===== src/sv/ess_pkg.sv =====
// shared types, codes and reset values for the exercise servo sequencer
`default_nettype none
package ess_pkg;

	localparam int FILTER_DEPTH_DEF = 5;
	localparam int MS_PER_SECOND = 1000;

	localparam int ANGLE_W = 8;
	localparam int LEVEL_W = 12;
	localparam int PHASE_W = 18;
	localparam int SINCE_W = 26;
	localparam int CFG_IDX_W = 3;
	localparam int CFG_DATA_W = 12;

	localparam logic [ANGLE_W-1:0] REST_ANGLE_RST = 8'd5;
	localparam logic [ANGLE_W-1:0] LEVEL_ONE_RST = 8'd35;
	localparam logic [ANGLE_W-1:0] LEVEL_TWO_RST = 8'd50;
	localparam logic [ANGLE_W-1:0] LEVEL_THREE_RST = 8'd75;
	localparam logic [ANGLE_W-1:0] EMG_ANGLE_RST = 8'd73;
	localparam logic [LEVEL_W-1:0] THRESHOLD_RST = 12'd10;
	localparam logic [LEVEL_W-1:0] HOLDOFF_RST = 12'd2000;

	typedef enum logic [1:0] {
		ITEM_TICK = 2'd0,
		ITEM_SAMPLE = 2'd1,
		ITEM_CMD = 2'd2,
		ITEM_NOP = 2'd3
	} item_kind_t;

	typedef enum logic [2:0] {
		EX_STANDBY = 3'd0,
		EX_LEVEL1 = 3'd1,
		EX_LEVEL2 = 3'd2,
		EX_LEVEL3 = 3'd3,
		EX_EMG = 3'd4
	} exercise_t;

	typedef enum logic [CFG_IDX_W-1:0] {
		REG_REST_ANGLE = 3'd0,
		REG_LEVEL_ONE = 3'd1,
		REG_LEVEL_TWO = 3'd2,
		REG_LEVEL_THREE = 3'd3,
		REG_EMG_ANGLE = 3'd4,
		REG_THRESHOLD = 3'd5,
		REG_HOLDOFF = 3'd6
	} cfg_idx_t;

	typedef struct packed {
		logic [ANGLE_W-1:0] rest_angle;
		logic [ANGLE_W-1:0] angle_level_one;
		logic [ANGLE_W-1:0] angle_level_two;
		logic [ANGLE_W-1:0] angle_level_three;
		logic [ANGLE_W-1:0] emg_active_angle;
		logic [LEVEL_W-1:0] emg_threshold;
		logic [LEVEL_W-1:0] holdoff_ms;
	} cfg_t;

	typedef struct packed {
		item_kind_t kind;
		logic [LEVEL_W-1:0] emg_sample;
		logic [2:0] cmd_exercise;
		logic cmd_has_times;
		logic [7:0] cmd_interval_s;
		logic [15:0] cmd_series_s;
	} item_t;

	typedef struct packed {
		logic [ANGLE_W-1:0] servo_angle;
		logic [2:0] exercise_now;
		logic series_done;
		logic [LEVEL_W-1:0] emg_level;
	} result_t;

endpackage
`default_nettype wire


===== src/sv/ess_cfg_regs.sv =====
// configuration register file, written through the cfg channel
`default_nettype none
module ess_cfg_regs (
	input  wire logic clk,
	input  wire logic arst_n,
	input  wire logic wr_en,
	input  wire logic [ess_pkg::CFG_IDX_W-1:0] wr_index,
	input  wire logic [ess_pkg::CFG_DATA_W-1:0] wr_data,
	output ess_pkg::cfg_t cfg
);
	import ess_pkg::*;

	cfg_t cfg_q;

	always_ff @(posedge clk or negedge arst_n) begin
		if (!arst_n) begin
			cfg_q.rest_angle <= REST_ANGLE_RST;
			cfg_q.angle_level_one <= LEVEL_ONE_RST;
			cfg_q.angle_level_two <= LEVEL_TWO_RST;
			cfg_q.angle_level_three <= LEVEL_THREE_RST;
			cfg_q.emg_active_angle <= EMG_ANGLE_RST;
			cfg_q.emg_threshold <= THRESHOLD_RST;
			cfg_q.holdoff_ms <= HOLDOFF_RST;
		end else if (wr_en) begin
			unique case (cfg_idx_t'(wr_index))
				REG_REST_ANGLE: cfg_q.rest_angle <= wr_data[ANGLE_W-1:0];
				REG_LEVEL_ONE: cfg_q.angle_level_one <= wr_data[ANGLE_W-1:0];
				REG_LEVEL_TWO: cfg_q.angle_level_two <= wr_data[ANGLE_W-1:0];
				REG_LEVEL_THREE: cfg_q.angle_level_three <= wr_data[ANGLE_W-1:0];
				REG_EMG_ANGLE: cfg_q.emg_active_angle <= wr_data[ANGLE_W-1:0];
				REG_THRESHOLD: cfg_q.emg_threshold <= wr_data[LEVEL_W-1:0];
				REG_HOLDOFF: cfg_q.holdoff_ms <= wr_data[LEVEL_W-1:0];
				default: ;
			endcase
		end
	end

	assign cfg = cfg_q;

endmodule
`default_nettype wire


===== src/sv/ess_core.sv =====
// sequencer state and combinational next-state logic for one item
`default_nettype none
module ess_core #(
	parameter int FILTER_DEPTH = ess_pkg::FILTER_DEPTH_DEF
) (
	input  wire logic clk,
	input  wire logic arst_n,
	input  wire logic adv,
	input  wire ess_pkg::item_t item,
	input  wire ess_pkg::cfg_t cfg,
	output ess_pkg::result_t res
);
	import ess_pkg::*;

	localparam logic [SINCE_W-1:0] SINCE_MAX = '1;
	localparam logic [LEVEL_W:0] CEIL_BIAS = (LEVEL_W+1)'(FILTER_DEPTH - 1);
	localparam int RECIP_SHIFT = 19;
	localparam int PROD_W = LEVEL_W + RECIP_SHIFT + 2;
	// rounded-up reciprocal of the depth, exact for every dividend seen here
	localparam logic [PROD_W-1:0] RECIP =
		PROD_W'(((1 << RECIP_SHIFT) + FILTER_DEPTH - 1) / FILTER_DEPTH);

	exercise_t mode_q, mode_d;
	logic active_q, active_d;
	logic [PHASE_W-1:0] phase_q, phase_d, phase_inc;
	logic [PHASE_W-1:0] interval_q, interval_d;
	logic [SINCE_W-1:0] series_ms_q, series_ms_d;
	logic [SINCE_W-1:0] since_q, since_d, since_inc;
	logic [LEVEL_W-1:0] level_q, level_d, level_new;
	logic [LEVEL_W-1:0] level_ceil, sample_div;
	logic [PROD_W-1:0] ceil_prod, sample_prod;
	logic toggle_q, toggle_d;
	logic [LEVEL_W-1:0] holdoff_q, holdoff_d;
	logic [ANGLE_W-1:0] angle_q, angle_d, level_angle;
	logic done;

	// floor(f*(n-1)/n) = f - ceil(f/n), both divisions by a constant
	assign ceil_prod = PROD_W'({1'b0, level_q} + CEIL_BIAS) * RECIP;
	assign level_ceil = ceil_prod[RECIP_SHIFT +: LEVEL_W];
	assign sample_prod = PROD_W'(item.emg_sample) * RECIP;
	assign sample_div = sample_prod[RECIP_SHIFT +: LEVEL_W];
	assign level_new = LEVEL_W'({1'b0, level_q} - {1'b0, level_ceil} + {1'b0, sample_div});

	assign phase_inc = phase_q + PHASE_W'(1);
	assign since_inc = (since_q == SINCE_MAX) ? since_q : since_q + SINCE_W'(1);

	always_comb begin
		case (mode_q)
			EX_LEVEL1: level_angle = cfg.angle_level_one;
			EX_LEVEL2: level_angle = cfg.angle_level_two;
			default: level_angle = cfg.angle_level_three;
		endcase
	end

	always_comb begin
		mode_d = mode_q;
		active_d = active_q;
		phase_d = phase_q;
		interval_d = interval_q;
		series_ms_d = series_ms_q;
		since_d = since_q;
		level_d = level_q;
		toggle_d = toggle_q;
		holdoff_d = holdoff_q;
		angle_d = angle_q;
		done = 1'b0;
		unique case (item.kind)
			ITEM_TICK: begin
				if (holdoff_q != '0) holdoff_d = holdoff_q - LEVEL_W'(1);
				if (mode_q == EX_STANDBY) begin
					angle_d = cfg.rest_angle;
					since_d = '0;
				end else begin
					since_d = since_inc;
					if (mode_q != EX_EMG) begin
						if (phase_inc >= interval_q) begin
							phase_d = '0;
							if (!active_q) begin
								active_d = 1'b1;
								angle_d = level_angle;
							end else begin
								active_d = 1'b0;
								angle_d = cfg.rest_angle;
								// end of a full cycle: series over?
								if (since_inc >= series_ms_q) begin
									mode_d = EX_STANDBY;
									since_d = '0;
									done = 1'b1;
								end
							end
						end else begin
							phase_d = phase_inc;
						end
					end
				end
			end
			ITEM_SAMPLE: begin
				if (mode_q == EX_EMG && holdoff_q == '0) begin
					level_d = level_new;
					if (level_new >= cfg.emg_threshold) begin
						angle_d = toggle_q ? cfg.rest_angle : cfg.emg_active_angle;
						toggle_d = ~toggle_q;
						holdoff_d = cfg.holdoff_ms;
					end
				end
			end
			ITEM_CMD: begin
				if (item.cmd_exercise <= EX_EMG) begin
					mode_d = exercise_t'(item.cmd_exercise);
					active_d = 1'b0;
					phase_d = '0;
					if (item.cmd_exercise != EX_EMG) angle_d = cfg.rest_angle;
					if (item.cmd_exercise == EX_STANDBY) since_d = '0;
				end
				if (item.cmd_has_times) begin
					interval_d = PHASE_W'(item.cmd_interval_s) * PHASE_W'(MS_PER_SECOND);
					series_ms_d = SINCE_W'(item.cmd_series_s) * SINCE_W'(MS_PER_SECOND);
				end
			end
			ITEM_NOP: ;
			default: ;
		endcase
	end

	always_ff @(posedge clk or negedge arst_n) begin
		if (!arst_n) begin
			mode_q <= EX_STANDBY;
			active_q <= 1'b0;
			phase_q <= '0;
			interval_q <= '0;
			series_ms_q <= '0;
			since_q <= '0;
			level_q <= '0;
			toggle_q <= 1'b0;
			holdoff_q <= '0;
			angle_q <= REST_ANGLE_RST;
		end else if (adv) begin
			mode_q <= mode_d;
			active_q <= active_d;
			phase_q <= phase_d;
			interval_q <= interval_d;
			series_ms_q <= series_ms_d;
			since_q <= since_d;
			level_q <= level_d;
			toggle_q <= toggle_d;
			holdoff_q <= holdoff_d;
			angle_q <= angle_d;
		end
	end

	assign res.servo_angle = angle_d;
	assign res.exercise_now = mode_d;
	assign res.series_done = done;
	assign res.emg_level = level_d;

endmodule
`default_nettype wire


===== src/sv/exercise_servo_sequencer.sv =====
// exercise servo sequencer: usage
// Items arrive on in_valid/in_ready: mode selects a 1 ms tick, an EMG sample,
// a command or a no-op; the other fields are the sample and command payload.
// Every accepted item yields exactly one result on out_valid/out_ready with
// the commanded servo angle, the current exercise mode, a series-done flag
// and the filtered EMG level.
// An accepted item is held in the input register, processed against the
// sequencer state, and its result is loaded into the result register
// once the output is free.
// Throughput: one item per cycle while the receiver accepts results; the
// whole update is one pass of logic between the input and result registers.
// Configuration writes on cfg_valid/cfg_index/cfg_data are always taken
// (cfg_ready stays high) and should only be made while no item is in flight.
// Reset sets config and state to defaults: standby mode, rest angle 5.
// When the receiver stalls the result register holds; the input register
// holds too and in_ready drops once both are full.
`default_nettype none
module exercise_servo_sequencer #(
	parameter int FILTER_DEPTH = ess_pkg::FILTER_DEPTH_DEF
) (
	input  wire logic clk,
	input  wire logic arst_n,
	input  wire logic in_valid,
	output logic in_ready,
	input  wire logic [1:0] mode,
	input  wire logic [11:0] emg_sample,
	input  wire logic [2:0] cmd_exercise,
	input  wire logic cmd_has_times,
	input  wire logic [7:0] cmd_interval_s,
	input  wire logic [15:0] cmd_series_s,
	output logic out_valid,
	input  wire logic out_ready,
	output logic [7:0] servo_angle,
	output logic [2:0] exercise_now,
	output logic series_done,
	output logic [11:0] emg_level,
	input  wire logic cfg_valid,
	output logic cfg_ready,
	input  wire logic [2:0] cfg_index,
	input  wire logic [11:0] cfg_data
);
	import ess_pkg::*;

	logic valid_s1;
	item_t item_s1;
	logic adv;
	logic out_valid_q;
	result_t res, res_q;
	cfg_t cfg;

	assign cfg_ready = 1'b1;

	ess_cfg_regs u_cfg (
		.clk(clk),
		.arst_n(arst_n),
		.wr_en(cfg_valid && cfg_ready),
		.wr_index(cfg_index),
		.wr_data(cfg_data),
		.cfg(cfg)
	);

	// item in the input register moves on when the result register is free
	assign adv = valid_s1 && (!out_valid_q || out_ready);
	assign in_ready = !valid_s1 || adv;

	always_ff @(posedge clk or negedge arst_n) begin
		if (!arst_n) begin
			valid_s1 <= 1'b0;
		end else if (in_ready) begin
			valid_s1 <= in_valid;
		end
	end

	always_ff @(posedge clk) begin
		if (in_valid && in_ready) begin
			item_s1.kind <= item_kind_t'(mode);
			item_s1.emg_sample <= emg_sample;
			item_s1.cmd_exercise <= cmd_exercise;
			item_s1.cmd_has_times <= cmd_has_times;
			item_s1.cmd_interval_s <= cmd_interval_s;
			item_s1.cmd_series_s <= cmd_series_s;
		end
	end

	ess_core #(
		.FILTER_DEPTH(FILTER_DEPTH)
	) u_core (
		.clk(clk),
		.arst_n(arst_n),
		.adv(adv),
		.item(item_s1),
		.cfg(cfg),
		.res(res)
	);

	always_ff @(posedge clk or negedge arst_n) begin
		if (!arst_n) begin
			out_valid_q <= 1'b0;
		end else if (!out_valid_q || out_ready) begin
			out_valid_q <= valid_s1;
		end
	end

	always_ff @(posedge clk) begin
		if (adv) begin
			res_q <= res;
		end
	end

	assign out_valid = out_valid_q;
	assign servo_angle = res_q.servo_angle;
	assign exercise_now = res_q.exercise_now;
	assign series_done = res_q.series_done;
	assign emg_level = res_q.emg_level;

endmodule
`default_nettype wire


===== config.mk =====
export PLATFORM = sky130hd
export DESIGN_NAME = exercise_servo_sequencer
export DESIGN_NICKNAME = d
export VERILOG_FILES = /design/src/sv/ess_pkg.sv /design/src/sv/ess_cfg_regs.sv /design/src/sv/ess_core.sv /design/src/sv/exercise_servo_sequencer.sv
export SDC_FILE = /design/constraint.sdc
export NUM_CORES = 1
export LEC_CHECK = 0
export BUFFER_PORTS_ARGS = -buffer_cell sky130_fd_sc_hd__buf_2
export CORE_MARGIN = 1.5
export CORE_UTILIZATION = 35
export CTS_CLUSTER_SIZE = 14
export DETAILED_ROUTE_END_ITERATION = 8
export PLACE_DENSITY = 0.58
export RECOVER_POWER = 50
export REMOVE_ABC_BUFFERS = 1
export SYNTH_ARGS = -nofsm -noshare
export SYNTH_HDL_FRONTEND = slang
export SYNTH_SLANG_ARGS = --single-unit

===== constraint.sdc =====
create_clock -name clk -period 10.2 [get_ports clk]
set_input_delay 2.04 -clock clk [delete_from_list [all_inputs] [get_ports clk]]
set_output_delay 2.04 -clock clk [all_outputs]
set_load 0.01 [all_outputs]

==> results of run 1 <==
cell type report:
class	instances	area [sq um]	share of cell area [%]
clock inverters	15	148	0.584
well taps	855	1070	4.23
inverters	341	1280	5.06
flip-flops and latches	251	6640	26.3
clock buffers	41	886	3.50
multi-input cells	1573	14600	57.8
repair buffers	117	639	2.53
what timing repair did:
action	4_1_cts	5_1_grt
resized for setup	3	26
setup buffers	0	4
pin swaps	0	10
hold endpoints to repair	0	0
hold buffers	0	0
setup endpoints to repair	5	29
power by group through the flow:
| stage | clock network (mW) | logic [mW] | registers (mW) |
|---|---|---|---|
| 4_1_cts | 1.15 | 6.33 | 1.49 |
| 3_5_place_dp | 0 | 6.28 | 1.50 |
| 3_3_place_gp | 0 | 6.10 | 1.50 |
| 5_1_grt | 1.19 | 7.36 | 1.52 |
| 2_1_floorplan | 0 | 4.66 | 1.45 |
| 6_report | 1.11 | 6.46 | 1.48 |
layer usage:
metal	up-vias	wire (microns)	track usage [%]
met2	271	24700	26.7
li1	7816	-	-
met4	0	952	3.05
met1	7896	23000	19.9
met3	61	1920	1.97
met5	-	0	0
worst max-delay path: cells and delay by family (launching register included):
| family | cells | cell delay (ns) |
|---|---|---|
| fa+ha+maj | 9 | 3.92 |
| compound gates | 13 | 3.00 |
| buf+inv | 10 | 0.99 |
| xor+xnor | 2 | 0.36 |
| simple gates | 7 | 1.05 |
| flops | 1 | 0.41 |
cells in the final DEF (no fill, tap or decap), drive strengths merged, types with 13 or more instances in the layout:
cell,Yosys,layout
a21oi,88,88
o21a,14,14
nor2b,16,16
dfrtp,160,160
mux2i,17,17
inv,341,342
a21o,38,38
dfstp,25,25
o221ai,15,15
o22ai,17,17
nand4,21,21
nand3,55,55
o21ai,111,111
nor2,99,99
and3,13,13
a211oi,18,18
mux2,80,80
nand2b,21,21
nand2,156,156
nor3,29,29
xnor2,64,64
edfxtp,66,66
xor2,44,44
ha,318,318
clkbuf,36,54
a32o,15,15
buf,22,104
fa,175,175
state kept, by name, indices dropped and copies added, names as in the netlist:
signal	count
u_cfg.cfg	64
item_s1	42
u_core.since_q	26
u_core.series_ms_q	23
u_core.phase_q	18
u_core.interval_q	15
emg_level	12
u_core.holdoff_q	12
u_core.level_q	12
servo_angle	8
u_core.angle_q	8
exercise_now	3
u_core.mode_q	3
out_valid	1
series_done	1
u_core.active_q	1
u_core.toggle_q	1
valid_s1	1
worst paths after layout:
kind                       depth (start not counted)                    end  slack, ns                  start
setup / recovery                                  41    u_core.holdoff_q[9]       0.32      u_core.level_q[6]
hold / removal                                     2  u_core.interval_q[12]       0.48  u_core.interval_q[12]
setup reg to reg                                  41    u_core.holdoff_q[9]       0.32      u_core.level_q[6]
hold reg to reg                                    2  u_core.interval_q[12]       0.48  u_core.interval_q[12]
max in group asynchronous                          1      u_core.angle_q[4]       2.72                 arst_n
min in group asynchronous                          1           u_cfg.cfg[1]       3.89                 arst_n
metrics by stage:
stage / setup TNS (ns) / hold slack, ns / std cells / power (mW) / util [%]
finish: 0 / 0.477 / 3193 / 9.05 / 39.3
global route: -0.149 / 0.494 / 3193 / 10.1 / 39.3
CTS: 0 / 0.484 / 3189 / 8.97 / 39.1
detailed placement: -0.0358 / 0.471 / 3133 / 7.78 / 37.5
global placement: 0 / 0.466 / 3133 / 7.60 / 37.5
floorplan: 0 / 0.450 / 2165 / 6.11 / -
cells by family (layout without fill, tap and decap cells):
| logic type | Yosys count | after routing | synth area share, % |
|---|---|---|---|
| mux | 97 | 97 | 4.72 |
| simple gates | 463 | 463 | 9.88 |
| buf+inv | 399 | 514 | 6.91 |
| compound gates | 411 | 411 | 12.1 |
| other cells | 1 | 1 | 0.0165 |
| flops | 251 | 251 | 29.3 |
| xor+xnor | 108 | 108 | 4.17 |
| fa+ha+maj | 493 | 493 | 32.9 |
==> reports/metrics.csv, run 1 <==
metric;value;unit
synth_most_common_cell;inv_1;
crit_type;reg -> reg;
crit_arrival;10.33;ns
grt_pass1_wl;83.2;mm
die-area;66400;sq um
synth_area_leaders;dfrtp_1 18%, ha_1 18%, fa_1 15%;
synthFlopType;dfrtp_1;
p_seq_share;16.4;%
power_frac_comb;71.3;%
cts_max_level;1;
drive_above_1_share;13.3;%
max_freq;0.101;GHz
yosysSeqAreaShare;29.3;%
finalClockSkew;0.0192;ns
violations;capacitance limit, slew limit;
diodes;0;
critPathMaxFanout;14;
tritoncts;yes;
synth_top_area_cell;dfrtp_1;
synth.top_cell.area_share;17.6;%
ioPinCount;89;
fin_nets;2870;
area_growth;11.4;%
tightest_slew;6.45;ns
antenna_left;0;
power_switching_share;47.9;%
core_area;64300;sq um
fp.dieW;258;microns
critPathSlowestCell;fa_1;
rows;93;
clockPowerShare;12.3;%
syn_inst;2223;
cts_sinks;251;
finalWorstSetupSlack;0.322;ns
ir_drop;0.488;mV
grt_remaining_overflow;0;
cts_buffer_depth;3;
clk_latency;0.58;ns
synth_warnings;0;
cap_violations;2;
nFillCells;6307;
p_int;4.72;mW
drt_iter0_drc;827;
netSwitchingPower;4.34;mW
critPathLaunchType;register;
track_usage;15.2;%
ys_async_sr_fraction;73.7;%
gp_congestion;0.881;
grt_max_degree;115;
dr.pass1.iters;5;
status;finished with violations;
p_leak;12.0;nW
dp_slack;-0.0226;ns
cts_made_buffers;31;
vias;16000;
hold_path_class;reg -> reg;
yosysUniqueCellTypes;82;
worstSetupEndpointType;register;
synth_edf_count;66;
ys_top_cells_by_count;341 x inv_1, 318 x ha_1, 175 x fa_1;
placed_area;24100;sq um
finalCritPeriodShare;96.8;%
drc_errors;0;
syn_avg_cell_area;10.2;sq um
setup_viol;0;
port_buffers;87;
wl_per_cell;15.9;microns
finalHoldViolations;0;
p_per_area;358;nW/um^2
cts.clk_slew.worst_paths;0.06;ns
timing.final.crit_period;9.88;ns
slew_headroom;-330;%
netlist_area;22700;sq um
clockRootBuffer;clkbuf_16;
cp.required;10.65;ns
antenna_found_initial;1;
max_stage_delay;0.59;ns
routed_via_density;5.02;
wl;50.6;mm
chipHeight;258;microns
ys_ff_latch;251;
slew_viol_final;158;
start_util;35.3;%
post-dp-hpwl;40.1;mm
worst_path_most_repeated_cell;inv_1;
grt_pass1_vias;16500;
final_area;25300;sq um
No activity file was read; power rests on OpenSTA's default activity.
==> run 2, diff against run 1 <==
Settings changed: CORE_ASPECT_RATIO set to 0.5, RECOVER_POWER 50 to 25.
==> reports/metrics.csv, run 2 (synthesis results as in run 1) <==
metric;value;unit
setup_viol;0;
drc_errors;0;
slew_headroom;-323;%
gp_congestion;0.882;
layout_common_cells;340 x inv_1, 318 x ha_1, 175 x fa_1;
area_growth;11.2;%
rr_worst_depth;43;
vias;15800;
cts_sinks;251;
timing.final.crit_period;9.72;ns
port_buffers;87;
final_area;25200;sq um
hold_buffers;0;
reg2reg_from;u_core.level_q[6];
violations;capacitance limit, slew limit;
cap_violations;1;
fin_setup_tns;0;ns
finalHoldViolations;0;
antenna_left;0;
critPathMaxFanout;10;
cts_buffer_depth;3;
use_met3;1.49;%
crit_path_end;u_core.holdoff_q[11];
reg2reg_slack;0.48;ns
fin_nets;2868;
clockRootBuffer;clkbuf_16;
grt_pass1_vias;16300;
cp-startpoint;u_core.level_q[6];
finalCritPeriodShare;95.3;%
slew_viol_final;113;
grt_max_degree;113;
crit_arrival;10.15;ns
chipHeight;183;microns
cts_max_level;1;
drive_above_1_share;13.4;%
cts.clk_slew.worst_paths;0.06;ns
rsz0062_at_grt;no;
cts_made_buffers;29;
ioPinCount;89;
track_usage;15.1;%
final_common_cell;inv_1;
hold_ws;0.480;ns
grt-busiest-layer;met2;
r2r-end;u_core.holdoff_q[11];
finalNonFillerCells;3206;
drt_iter0_drc;762;
crit_type;reg -> reg;
post-dp-hpwl;39.0;mm
core_area;63600;sq um
tightest_slew;6.34;ns
wl;48.9;mm
critPathSlowestCell;fa_1;
antenna_found_initial;0;
status;finished with violations;
dr.pass1.iters;8;
fp.dieW;363;microns
wl_per_cell;15.3;microns
finalClockSkew;0.0176;ns
grt_util_met1;20.7;%
cp.required;10.63;ns
placed_area;24200;sq um
critPathLaunchType;register;
rows;65;
worstSetupEndpointType;register;
start_util;35.7;%
tritoncts;yes;
largest_register_ffs;64;
clk_latency;0.56;ns
met2_usage;26.1;%
max_freq;0.103;GHz
hold_path_class;reg -> reg;
max_stage_delay;0.53;ns
die-area;66500;sq um
diodes;0;
min_from;u_core.series_ms_q[20];
grt_pass1_wl;82.9;mm
routed_via_density;4.93;
grt_remaining_overflow;0;
placed_cells;3149;
run 2: worst min-delay path by stage:
stage,end,slack [ns],depth (start not counted)
6_report,u_core.series_ms_q[20],0.48,1
5_1_grt,u_core.series_ms_q[17],0.51,2
4_1_cts,u_core.series_ms_q[20],0.48,1
3_5_place_dp,u_core.series_ms_q[20],0.47,1
3_3_place_gp,u_core.series_ms_q[20],0.46,1
2_1_floorplan,u_core.series_ms_q[20],0.45,1
run 2: cell type report:
type	instances	area, sq um
flip-flops and latches	251	6640
inverters	341	1280
clock buffers	35	768
multi-input cells	1573	14600
well taps	871	1090
clock inverters	18	196
repair buffers	117	668
fillers	6292	38400
run 2: critical path: cells and delay by family, from the launching register on:
kind / cells / cell delay (ns)
AND/OR/NAND/NOR: 9 / 1.28
adder cells (fa/ha/maj): 9 / 3.65
XOR/XNOR: 2 / 0.39
flip-flops: 1 / 0.39
buffers and inverters: 8 / 0.85
AO/OA/AOI/OAI: 15 / 3.05
run 2: metrics by stage:
| stage | utilization (%) | worst slack (ns) |
|---|---|---|
| final | 39.7 | 0.477 |
| after global routing | 39.7 | 0.0206 |
| after global placement | 38.0 | 0.125 |
| after detailed placement | 38.0 | 0.0248 |
| after floorplan | - | 0.761 |
| after CTS | 39.5 | 0.0191 |
run 2: what timing repair did:
action                     in CTS  in global routing
resized for setup               1                 23
pin swaps                       0                  6
setup endpoints to repair       7                 29
cloned                          0                  0
buffers inserted                0                  4
run 2: routing by layer:
metal | routed length [microns] | vias to the layer above | part of all wire, %
li1 | - | 7828 | -
met1 | 23300 | 7732 | 48
met2 | 23600 | 178 | 48
met3 | 1240 | 52 | 2.5
met4 | 785 | 0 | 1.6
met5 | 0 | - | 0
Power of run 2 is left out: the tool's default activity adds up to more than one toggle a clock period on the data nets, which glitch-free logic cannot reach.
==> run 3, diff against run 2 <==
Settings changed: SYNTH_HIERARCHICAL set to 1.
==> reports/metrics.csv, run 3 <==
metric;value;unit
violations;capacitance limit, slew limit;
syn_inst;2214;
drive_above_1_share;12.9;%
rsz0062_at_grt;no;
yosysUniqueCellTypes;79;
finalCritPeriodShare;93.0;%
grt_max_degree;87;
drc_errors;0;
utilization;39.4;%
dr.pass1.iters;5;
vias;16000;
max_stage_delay;0.59;ns
crit_type;reg -> reg;
status;finished with violations;
p_leak;11.8;nW
wl_met2;24.2;mm
largest_register_ffs;64;
synth_most_common_cell;ha_1;
synth_warnings;6;
gp_congestion;0.879;
p_per_area;262;nW/um^2
finalClockSkew;0.0218;ns
post-dp-hpwl;39.2;mm
grt_remaining_overflow;0;
tritoncts;yes;
diodes;0;
cap_violations;1;
fin_setup_tns;0;ns
clockRootBuffer;clkbuf_16;
final_area;25000;sq um
syn_avg_cell_area;10.2;sq um
worstSetupEndpointType;register;
cts.clk_slew.worst_paths;0.07;ns
tightest_slew;4.66;ns
fp.dieW;362;microns
cts_sinks;251;
drt_iter0_drc;721;
grt_pass1_vias;16200;
dr.max_layer_used;met4;
hold_path_class;reg -> reg;
placed_area;24000;sq um
ys_top_cells_by_count;316 x ha_1, 310 x inv_1, 175 x fa_1;
cts_made_buffers;29;
ys_async_sr_fraction;73.7;%
port_buffers;87;
area_growth;10.6;%
ys_ff_latch;251;
grt_pass1_wl;83.4;mm
final_common_cell;ha_1;
hold_buffers;0;
fin_nets;2849;
slew_headroom;-211;%
drt-met1-wl;23.3;mm
cp.required;10.50;ns
yosysSeqAreaShare;29.4;%
wl;50.1;mm
critPathSlowestCell;fa_1;
ioPinCount;89;
synth_edf_count;66;
seq_area;6650;sq um
clk_latency;0.57;ns
cts_buffer_depth;3;
antenna_left;0;
synthFlopType;dfrtp_1;
slew_viol_final;87;
timing.final.crit_period;9.49;ns
track_usage;15.3;%
setup_viol;0;
chipHeight;183;microns
critPathMaxFanout;7;
synth_area_leaders;dfrtp_1 18%, ha_1 17%, fa_1 16%;
multiInputGateArea;14600;sq um
die-area;66200;sq um
synth.top_cell.area_share;17.7;%
ir_drop;0.298;mV
rows;65;
core_area;63400;sq um
route.met3.wl;1.47;mm
synth_top_area_cell;dfrtp_1;
critPathLaunchType;register;
crit_arrival;9.79;ns
routed_via_density;5.08;
layout_common_cells;316 x ha_1, 310 x inv_1, 175 x fa_1;
finalHoldViolations;0;
nFillCells;6195;
antenna_found_initial;0;
netlist_area;22600;sq um
cts_max_level;1;
max_freq;0.105;GHz
worst_path_most_repeated_cell;fa_1;
start_util;35.6;%
wl_per_cell;15.9;microns
-- run 3: cell type report --
class	count	share of cell area (%)
multi-input combinational	1593	58.5
clock buffer	38	3.08
inverter	313	4.70
timing repair buffer	108	2.34
tap	837	4.19
sequential	251	26.6
clock inverter	15	0.626
-- run 3: worst max-delay path: cells and delay by family (launching register included) --
family	cells	cell delay [ns]
flip-flops	1	0.44
adder cells (fa/ha/maj)	9	3.88
XOR/XNOR	2	0.54
AND/OR/NAND/NOR	10	1.52
AO/OA/AOI/OAI	12	2.58
buffers and inverters	3	0.28
-- run 3: layer usage --
layer	track usage, %	vias up
li1	-	7868
met1	20.8	7868
met2	26.3	225
met3	1.61	63
met4	3.51	0
met5	0	-
-- run 3: what timing repair did --
item | 4_1_cts | 5_1_grt
setup buffers | 0 | 2
resized for setup | 0 | 18
setup endpoints to repair | 0 | 28
-- run 3: path summary, 6_finish.rpt --
check	start	to	slack, ns	cells past startpoint
worst max-delay path	u_core/level_q[4]	servo_angle[7]	0.71	36
worst min register to register	u_core/series_ms_q[16]	u_core/series_ms_q[16]	0.48	2
min in group asynchronous	arst_n	u_cfg/cfg[40]	3.16	1
worst min-delay path	u_core/series_ms_q[16]	u_core/series_ms_q[16]	0.48	2
max in group asynchronous	arst_n	valid_s1	3.79	3
worst max register to register	u_core/level_q[4]	servo_angle[7]	0.71	36
-- run 3: logic make-up (layout without fill, tap and decap cells) --
kind of cell | Yosys count | count (layout) | share of synthesized area (%)
AND/OR/NAND/NOR | 483 | 483 | 10.7
adder cells (fa/ha/maj) | 491 | 491 | 33.0
multiplexers | 91 | 91 | 4.49
buffers and inverters | 370 | 474 | 6.28
flip-flops | 251 | 251 | 29.4
XOR/XNOR | 106 | 106 | 4.11
other | 1 | 1 | 0.0166
AO/OA/AOI/OAI | 421 | 421 | 12.0
-- run 3: per-stage QoR --
step / power [mW] / setup WS (ns) / cells / hold WS, ns
after CTS: 6.52 / 0.0440 / 3153 / 0.485
after global routing: 7.26 / 0.0503 / 3155 / 0.516
final: 6.54 / 0.709 / 3155 / 0.478
after detailed placement: 5.43 / 0.130 / 3100 / 0.471
after floorplan: 4.48 / 0.855 / 2157 / 0.449
after global placement: 5.37 / 0.443 / 3100 / 0.464
-- run 3: report_power, final --
| group | leakage (nW) | switching, mW | internal, mW | total, mW |
|---|---|---|---|---|
| clock | 0.442 | 0.441 | 0.587 | 1.03 |
| sequential | 2.94 | 0.155 | 1.25 | 1.40 |
| combinational | 8.45 | 2.34 | 1.77 | 4.10 |
